File: src/hw/rtl/dtb_pkg.sv
`timescale 1ns / 1ps
// ----------------------------------------------------------------------------
// dtb_pkg
// Shared types, codes and the sequencer program of the dilated time base.
// ----------------------------------------------------------------------------
package dtb_pkg;

  localparam logic [23:0] GAIN_ONE = 24'h010000;

  localparam logic [1:0] KIND_UPDATE = 2'd0;
  localparam logic [1:0] KIND_SET    = 2'd1;
  localparam logic [1:0] KIND_REARM  = 2'd2;

  localparam logic [1:0] REG_GAIN     = 2'd0;
  localparam logic [1:0] REG_PERIOD_0 = 2'd1;
  localparam logic [1:0] REG_PERIOD_1 = 2'd2;
  localparam logic [1:0] REG_PERIOD_2 = 2'd3;

  typedef struct packed {
    logic [1:0]  kind;
    logic [63:0] external_time;
    logic [31:0] elapsed;
    logic [63:0] set_value;
  } in_item_t;

  typedef struct packed {
    logic [63:0] clock_now;
    logic [63:0] dilated_elapsed;
    logic        corrected;
  } out_item_t;

  typedef logic [4:0] pc_t;

  localparam pc_t P_WAIT    = 5'd0;
  localparam pc_t P_KIND    = 5'd1;
  localparam pc_t P_GAIN    = 5'd2;
  localparam pc_t P_MUL_EL  = 5'd3;
  localparam pc_t P_ADD_EL  = 5'd4;
  localparam pc_t P_CHK     = 5'd5;
  localparam pc_t P_DUE     = 5'd6;
  localparam pc_t P_BASE    = 5'd7;
  localparam pc_t P_TRUE    = 5'd8;
  localparam pc_t P_MUL_LO  = 5'd9;
  localparam pc_t P_ACC_LO  = 5'd10;
  localparam pc_t P_MUL_HI  = 5'd11;
  localparam pc_t P_ACC_HI  = 5'd12;
  localparam pc_t P_SNAP    = 5'd13;
  localparam pc_t P_ARM     = 5'd14;
  localparam pc_t P_NEXT    = 5'd15;
  localparam pc_t P_DONE    = 5'd16;
  localparam pc_t P_SPECIAL = 5'd17;
  localparam pc_t P_MISC    = 5'd18;
  localparam pc_t P_EMIT    = 5'd19;

  typedef enum logic [4:0] {
    U_NONE,
    U_LOAD,
    U_MUL_EL,
    U_ADD_EL,
    U_BASE,
    U_TRUE,
    U_MUL_LO,
    U_ACC_LO,
    U_MUL_HI,
    U_ACC_HI,
    U_SNAP,
    U_ARM,
    U_NEXT,
    U_DONE,
    U_SPECIAL,
    U_MISC,
    U_EMIT
  } uop_t;

  typedef enum logic [3:0] {
    C_NEVER,
    C_ALWAYS,
    C_NO_ITEM,
    C_NOT_UPDATE,
    C_GAIN_PLAIN,
    C_ARM,
    C_NOT_DUE,
    C_MORE,
    C_OUT_BUSY
  } cond_t;

  typedef struct packed {
    uop_t  op;
    cond_t cond;
    pc_t   target;
  } ucode_t;

  function automatic ucode_t ucode_rom(pc_t pc);
    ucode_t w;
    case (pc)
      P_WAIT:    w = '{U_LOAD,    C_NO_ITEM,    P_WAIT};
      P_KIND:    w = '{U_NONE,    C_NOT_UPDATE, P_MISC};
      P_GAIN:    w = '{U_NONE,    C_GAIN_PLAIN, P_SPECIAL};
      P_MUL_EL:  w = '{U_MUL_EL,  C_NEVER,      P_WAIT};
      P_ADD_EL:  w = '{U_ADD_EL,  C_NEVER,      P_WAIT};
      P_CHK:     w = '{U_NONE,    C_ARM,        P_ARM};
      P_DUE:     w = '{U_NONE,    C_NOT_DUE,    P_NEXT};
      P_BASE:    w = '{U_BASE,    C_NEVER,      P_WAIT};
      P_TRUE:    w = '{U_TRUE,    C_NEVER,      P_WAIT};
      P_MUL_LO:  w = '{U_MUL_LO,  C_NEVER,      P_WAIT};
      P_ACC_LO:  w = '{U_ACC_LO,  C_NEVER,      P_WAIT};
      P_MUL_HI:  w = '{U_MUL_HI,  C_NEVER,      P_WAIT};
      P_ACC_HI:  w = '{U_ACC_HI,  C_NEVER,      P_WAIT};
      P_SNAP:    w = '{U_SNAP,    C_ALWAYS,     P_ARM};
      P_ARM:     w = '{U_ARM,     C_NEVER,      P_WAIT};
      P_NEXT:    w = '{U_NEXT,    C_MORE,       P_CHK};
      P_DONE:    w = '{U_DONE,    C_ALWAYS,     P_EMIT};
      P_SPECIAL: w = '{U_SPECIAL, C_ALWAYS,     P_EMIT};
      P_MISC:    w = '{U_MISC,    C_NEVER,      P_WAIT};
      P_EMIT:    w = '{U_EMIT,    C_OUT_BUSY,   P_EMIT};
      default:   w = '{U_NONE,    C_ALWAYS,     P_WAIT};
    endcase
    return w;
  endfunction

endpackage

File: src/hw/rtl/dilated_time_base.sv
`timescale 1ns / 1ps
// ----------------------------------------------------------------------------
// dilated_time_base
// Scaled clock with periodic accuracy checks, run by a microcoded sequencer.
// ----------------------------------------------------------------------------
// One item is worked on at a time, and a new item is taken only after the result
// of the one before has been placed in the output register. Set, re-arm and
// unused items pass through the miscellaneous step to the emit step, and
// updates at a gain of exactly 1.0 or 0 through the special step. Other updates
// scale and add the elapsed time, then visit each check in turn: it is re-armed
// after a snap or a pending re-arm, passed over if not yet due, and otherwise
// run, snapping the clock if it is off, and re-armed. A result that is still
// waiting in the output register holds the last step until it is taken. Every
// scaled product goes through one shared 32 by 24 bit multiplier, a check's in two halves.
module dilated_time_base #(
  parameter int NUM_CHECKS = 3
) (
  input  logic               clk,
  input  logic               rst,
  input  logic               in_valid,
  output logic               in_stall,
  input  dtb_pkg::in_item_t  in_item,
  output logic               out_valid,
  input  logic               out_stall,
  output dtb_pkg::out_item_t out_item,
  input  logic               cfg_write_enable,
  input  logic [1:0]         cfg_index,
  input  logic [39:0]        cfg_write_data
);

  localparam int IDX_W = (NUM_CHECKS > 1) ? $clog2(NUM_CHECKS) : 1;

  dtb_pkg::pc_t      pc;
  dtb_pkg::pc_t      pc_next;
  dtb_pkg::ucode_t   uw;
  logic              cond_true;

  logic [23:0]       gain;
  logic [39:0]       period [3];
  logic [63:0]       clock_value;
  logic              pending;
  logic              snapped;
  logic [IDX_W-1:0]  idx;

  dtb_pkg::in_item_t item;
  logic [55:0]       prod;
  logic [31:0]       mul_a;
  logic [63:0]       tval;
  logic [63:0]       acc;
  logic [63:0]       delta;
  logic [63:0]       last_clock [NUM_CHECKS];
  logic [63:0]       deadline [NUM_CHECKS];

  logic [39:0]       per_sel;
  logic [63:0]       dl_sel;
  logic              accept;
  logic              out_busy;

  assign uw       = dtb_pkg::ucode_rom(pc);
  assign in_stall = (pc != dtb_pkg::P_WAIT);
  assign accept   = in_valid && (pc == dtb_pkg::P_WAIT);
  assign out_busy = out_valid && out_stall;
  assign per_sel  = period[2'(idx)];
  assign dl_sel   = deadline[idx];

  always_comb begin
    case (uw.cond)
      dtb_pkg::C_NEVER:      cond_true = 1'b0;
      dtb_pkg::C_ALWAYS:     cond_true = 1'b1;
      dtb_pkg::C_NO_ITEM:    cond_true = !in_valid;
      dtb_pkg::C_NOT_UPDATE: cond_true = (item.kind != dtb_pkg::KIND_UPDATE);
      dtb_pkg::C_GAIN_PLAIN: cond_true = (gain == dtb_pkg::GAIN_ONE) || (gain == 24'd0);
      dtb_pkg::C_ARM:        cond_true = snapped || pending;
      dtb_pkg::C_NOT_DUE:    cond_true = (item.external_time < dl_sel);
      dtb_pkg::C_MORE:       cond_true = (idx != IDX_W'(NUM_CHECKS - 1));
      dtb_pkg::C_OUT_BUSY:   cond_true = out_busy;
      default:               cond_true = 1'b0;
    endcase
  end

  always_comb begin
    if (cond_true) begin
      pc_next = uw.target;
    end else begin
      pc_next = pc + 5'd1;
    end
  end

  always_comb begin
    case (uw.op)
      dtb_pkg::U_MUL_LO: mul_a = tval[31:0];
      dtb_pkg::U_MUL_HI: mul_a = tval[63:32];
      default:           mul_a = item.elapsed;
    endcase
  end

  always_ff @(posedge clk) begin
    if (rst) begin
      pc          <= dtb_pkg::P_WAIT;
      out_valid   <= 1'b0;
      gain        <= dtb_pkg::GAIN_ONE;
      period[0]   <= 40'd1000000000;
      period[1]   <= 40'd100000000;
      period[2]   <= 40'd10000000;
      clock_value <= 64'd0;
      pending     <= 1'b1;
      snapped     <= 1'b0;
      idx         <= '0;
    end else begin
      pc <= pc_next;
      if ((uw.op == dtb_pkg::U_EMIT) && !out_busy) begin
        out_valid <= 1'b1;
      end else if (out_valid && !out_stall) begin
        out_valid <= 1'b0;
      end
      case (uw.op)
        dtb_pkg::U_LOAD: begin
          snapped <= 1'b0;
        end
        dtb_pkg::U_ADD_EL: begin
          clock_value <= clock_value + {24'd0, prod[55:16]};
          idx         <= '0;
        end
        dtb_pkg::U_SNAP: begin
          if (clock_value != acc) begin
            clock_value <= acc;
            snapped     <= 1'b1;
          end
        end
        dtb_pkg::U_NEXT: begin
          idx <= idx + 1'b1;
        end
        dtb_pkg::U_DONE: begin
          pending <= 1'b0;
        end
        dtb_pkg::U_SPECIAL: begin
          if (gain == dtb_pkg::GAIN_ONE) begin
            clock_value <= clock_value + {32'd0, item.elapsed};
          end
        end
        dtb_pkg::U_MISC: begin
          if (item.kind == dtb_pkg::KIND_SET) begin
            clock_value <= item.set_value;
            pending     <= 1'b1;
          end else if (item.kind == dtb_pkg::KIND_REARM) begin
            pending <= 1'b1;
          end
        end
        default: begin
        end
      endcase
      if (cfg_write_enable) begin
        case (cfg_index)
          dtb_pkg::REG_GAIN: begin
            gain    <= cfg_write_data[23:0];
            pending <= 1'b1;
          end
          dtb_pkg::REG_PERIOD_0: period[0] <= cfg_write_data;
          dtb_pkg::REG_PERIOD_1: period[1] <= cfg_write_data;
          dtb_pkg::REG_PERIOD_2: period[2] <= cfg_write_data;
          default: begin
          end
        endcase
      end
    end
  end

  always_ff @(posedge clk) begin
    case (uw.op)
      dtb_pkg::U_LOAD: begin
        if (accept) begin
          item  <= in_item;
          delta <= 64'd0;
        end
      end
      dtb_pkg::U_MUL_EL, dtb_pkg::U_MUL_LO, dtb_pkg::U_MUL_HI: begin
        prod <= {24'd0, mul_a} * {32'd0, gain};
      end
      dtb_pkg::U_ADD_EL: begin
        delta <= {24'd0, prod[55:16]};
      end
      dtb_pkg::U_BASE: begin
        tval <= dl_sel - {24'd0, per_sel};
      end
      dtb_pkg::U_TRUE: begin
        tval <= item.external_time - tval;
      end
      dtb_pkg::U_ACC_LO: begin
        acc <= last_clock[idx] + {24'd0, prod[55:16]};
      end
      dtb_pkg::U_ACC_HI: begin
        acc <= acc + {prod[47:0], 16'd0};
      end
      dtb_pkg::U_ARM: begin
        last_clock[idx] <= clock_value;
        deadline[idx]   <= item.external_time + {24'd0, per_sel};
      end
      dtb_pkg::U_SPECIAL: begin
        if (gain == dtb_pkg::GAIN_ONE) begin
          delta <= {32'd0, item.elapsed};
        end
      end
      dtb_pkg::U_EMIT: begin
        if (!out_busy) begin
          out_item.clock_now       <= clock_value;
          out_item.dilated_elapsed <= delta;
          out_item.corrected       <= snapped;
        end
      end
      default: begin
      end
    endcase
  end

endmodule

File: config.mk
export PLATFORM = sky130hd
export DESIGN_NAME = dilated_time_base
export DESIGN_NICKNAME = d
export VERILOG_FILES = /design/src/hw/rtl/dtb_pkg.sv /design/src/hw/rtl/dilated_time_base.sv
export SDC_FILE = /design/constraint.sdc
export NUM_CORES = 2
export LEC_CHECK = 0
export BUFFER_PORTS_ARGS = -buffer_cell sky130_fd_sc_hd__buf_2
export CAP_MARGIN = 20
export CORE_ASPECT_RATIO = 0.9
export CORE_MARGIN = 2
export CORE_UTILIZATION = 60
export DETAILED_ROUTE_END_ITERATION = 8
export GPL_ROUTABILITY_DRIVEN = 0
export GPL_TIMING_DRIVEN = 0
export PLACE_DENSITY = 0.76
export SYNTH_ARGS = -nofsm -noshare
export SYNTH_HDL_FRONTEND = slang
export SYNTH_SLANG_ARGS = --single-unit
File: constraint.sdc
create_clock -name clk -period 20.4 [get_ports clk]
set_input_delay 2.04 -clock clk [delete_from_list [all_inputs] [get_ports clk]]
set_output_delay 2.04 -clock clk [all_outputs]
set_load 0.01 [all_outputs]
==> metrics.md <==
| Metric | Value |
|---|---|
| Wirelength per Cell | 28.6 microns |
| Root buf cell | clkbuf_16 |
| Fillcell total | 10654 |
| Hold Crit Class | flop to flop |
| # IOs | 340 |
| Share of the synthesized area in the top cell type | 0.351 |
| Largest area contributor in the netlist | edfxtp_1 |
| Dpl hpwl | 237 mm |
| CP Class | flop to flop |
| Final WL | 304 mm |
| WP data required | 20940 ps |
| First-pass GRT wire length | 438 mm |
| Startpoint Class | flop |
| Clock-pin slew on the worst setup and hold paths | 60 ps |
| Syn-to-layout area delta | 10.6% |
| Synth Warn # | 0 |
| Initial core utilization | 0.602 |
| Pre-CTS WS | 9670 ps |
| Top_reg_cell synth | edfxtp_1 |
| Synth Area in Compound Gates | 0.126 |
| Worst Skew | 120 ps |
| DRC violation count after routing | 0 |
| Synth Area in Simple Gates | 0.130 |
| Slowest Stage Delay on Critical Path | 1060 ps |
| H-tree lvl count | 3 |
| Routed Antenna Nets | 0 |
| Crit path time final | 11350 ps |
| Crit. End Element | flop |
| Mapped Cells | 8151 |
| Final WS setup | 9050 ps |
| XOR/XNOR Fraction of Synth Area | 0.0426 |
| Unrepaired setup endpoints after global routing | no |
| Syn avg cell area | 10.4 sq um |
| DRC marker count from the first detailed-route iteration | 10570 |
| Async SR Flop Fraction | 0 |
| Clk buf depth | 3 |
| Post-CTS setup buffer count | 0 |
| Post-route setup TNS | 0 ps |
| Num CTS Buffers | 113 |
| Final Hold Vio Count | 0 |
| Drt pass-1 iters | 8 |
| Post-synthesis sequential area ratio | 0.378 |
| Outcome | completed |
| Seq pwr share | 0.292 |
| Die Ht | 361 microns |
| Max VDD drop | 0.133 mV |
| Max_slew headroom | 0.129 |
| Leak Pwr | 39.5 nW |
| CTS tree | built |
| GRT overflow | 0 |
| Sw Ratio | 0.465 |
| Share of cells above drive strength 1 | 0.0825 |
| Pwr Density | 136 mW/mm^2 |
| # Max-Cap Violations | 0 |
| Mux contribution to synthesized area | 0.0294 |
| Largest family of logic cells by synthesized area | adder cells |
| Initial antenna violation count | 23 |
| Synth area leaders | edfxtp_1, fa_1, ha_1, inv_1, nand2_1 |
| Max-slew violations | 0 |
| Nets | 10046 |
| Clk pwr share | 0.176 |
| P_int | 0.00685 W |
| Final-report setup violation count | 0 |
| Vias in the first global route | 66670 |
| Vias per cell | 6.53 |
| GR Util All Layers | 0.415 |
| Register bit total from synthesis | 1108 |
| Routed vias | 69528 |
| Post-Synth Adder-Cell Area | 0.234 |
| Cell row count | 131 |
| Synth unique cells | 104 |
| Combinational share of power | 0.532 |
| CTS Hold Buffers Added | 0 |
| Period utilization | 0.556 |
| WP data arrival | 11890 ps |
| Core ar. | 0.141 sq mm |
| Slowest CP cell | nor4_1 |
| EDFF count, synth | 995 |
| Fmax | 88.1 MHz |
| CP Max Fanout | 10 |
| Smallest hold slack | 417 ps |
| Worst Tran Pin Value | 1310 ps |
| Worst-skew pair later-pin latency | 820 ps |
| PortBufs | 314 |
| Clk sink count | 1108 |
| Switching pwr | 0.00596 W |
| DIE WIDTH | 401 microns |
| Post-CTS Resized | 0 |
| Full die area | 0.145 sq mm |
| Cell Area, Synth | 0.0851 sq mm |
| Pin count of the biggest net entering global routing | 70 |
| Most common cell on crit path | fa_1 |
power by group through the flow:
stage / registers [W] / clock network (W) / logic, W
final: 0.00374 / 0.00226 / 0.00681
after global routing: 0.00371 / 0.00234 / 0.00726
after CTS: 0.00367 / 0.00226 / 0.00646
after detailed placement: 0.00371 / 0 / 0.00641
after global placement: 0.00379 / 0 / 0.00617
after floorplan: 0.00341 / 0 / 0.00444
layout by cell type (no fill, tap or decap), types with 59 or more instances in the layout:
master and instances:
a21oi_1 401, nor3_1 88, xnor2_1 196, and2_1 467
o21a_1 125, ha_1 527, nand4_1 62, nand2_1 841
edfxtp_1 995, fa_1 664, dfxtp_1 113, o21ai_0 290
nand3_1 93, clkbuf_16 115, a31oi_1 64, nor2_1 339
clkbuf_1 324, buf_2 328, and3_1 59, inv_1 952
nand2b_1 75, a21o_1 216, xor2_1 218, mux2i_1 193
logic make-up after synthesis:
group           after synthesis
compound gates             1609
xor+xnor                    414
fa+ha+maj                  1191
buf+inv                    1342
flops                      1108
mux                         243
other cells                   1
simple gates               2243
metal layers:
layer / vias up / GRT usage / routed length (microns)
met5: - / 0.00364 / 516
met4: 18 / 0.267 / 24500
met3: 1430 / 0.200 / 55000
met2: 5857 / 0.558 / 118000
met1: 33144 / 0.532 / 106000
li1: 29079 / - / -
worst paths after layout:
kind	start	endpoint	slack [ps]	cells after the start
setup / recovery	uw[8]	prod[46]	9050	31
hold / removal	delta[14]	out_item[15]	420	0
setup reg to reg	uw[8]	prod[46]	9050	31
hold reg to reg	delta[14]	out_item[15]	420	0
flip-flops by register name, indices dropped and copies added (netlist names), 2 cells and up, named ones only:
| name | count |
|---|---|
| deadline | 192 |
| last_clock | 192 |
| item | 162 |
| period | 120 |
| out_item | 105 |
| acc | 64 |
| clock_value | 64 |
| tval | 64 |
| prod | 56 |
| delta | 40 |
| gain | 24 |
| uw | 13 |
| pc | 5 |
| idx | 2 |
Yosys cell counts, types with 48 or more instances:
| cell type | count |
|---|---|
| a211oi_1 | 54 |
| a21o_1 | 216 |
| a21oi_1 | 402 |
| a22oi_1 | 55 |
| a31oi_1 | 64 |
| and2_1 | 470 |
| and3_1 | 60 |
| clkbuf_1 | 312 |
| dfxtp_1 | 113 |
| edfxtp_1 | 995 |
| fa_1 | 664 |
| ha_1 | 527 |
| inv_1 | 952 |
| mux2_2 | 48 |
| mux2i_1 | 193 |
| nand2_1 | 843 |
| nand2b_1 | 75 |
| nand3_1 | 93 |
| nand4_1 | 62 |
| nor2_1 | 340 |
| nor2b_1 | 54 |
| nor3_1 | 90 |
| o21a_1 | 125 |
| o21ai_0 | 292 |
| o21bai_1 | 52 |
| xnor2_1 | 196 |
| xor2_1 | 218 |
through the flow:
step                      total power, W  instances   util  instance area [sq um]
final                             0.0128      10643  0.666                  94100
after floorplan                  0.00785       8174      -                  85200
after global routing              0.0133      10610  0.666                  94000
after global placement           0.00996      10350  0.631                  89100
after detailed placement          0.0101      10390  0.636                  89900
after CTS                         0.0124      10606  0.665                  94000
area by class of cell:
class,instances,area (sq um),share of cell area
clock inverter,75,972,0.0103
multi-input combinational,5724,47900,0.509
buffer,387,1610,0.0171
clock buffer,141,3110,0.0330
tap,1862,2330,0.0248
antenna,34,85.1,0.000904
timing repair buffer,357,2370,0.0252
sequential,1108,32100,0.341
inverter,955,3580,0.0381
worst max-delay path, delay by kind of cell, from the launching register on:
family	cells	cell delay, ps
buf+inv	9	1920
xor+xnor	1	160
fa+ha+maj	8	3860
compound gates	7	2380
simple gates	6	2400
flops	1	340
(Power assumes the default switching activity.)
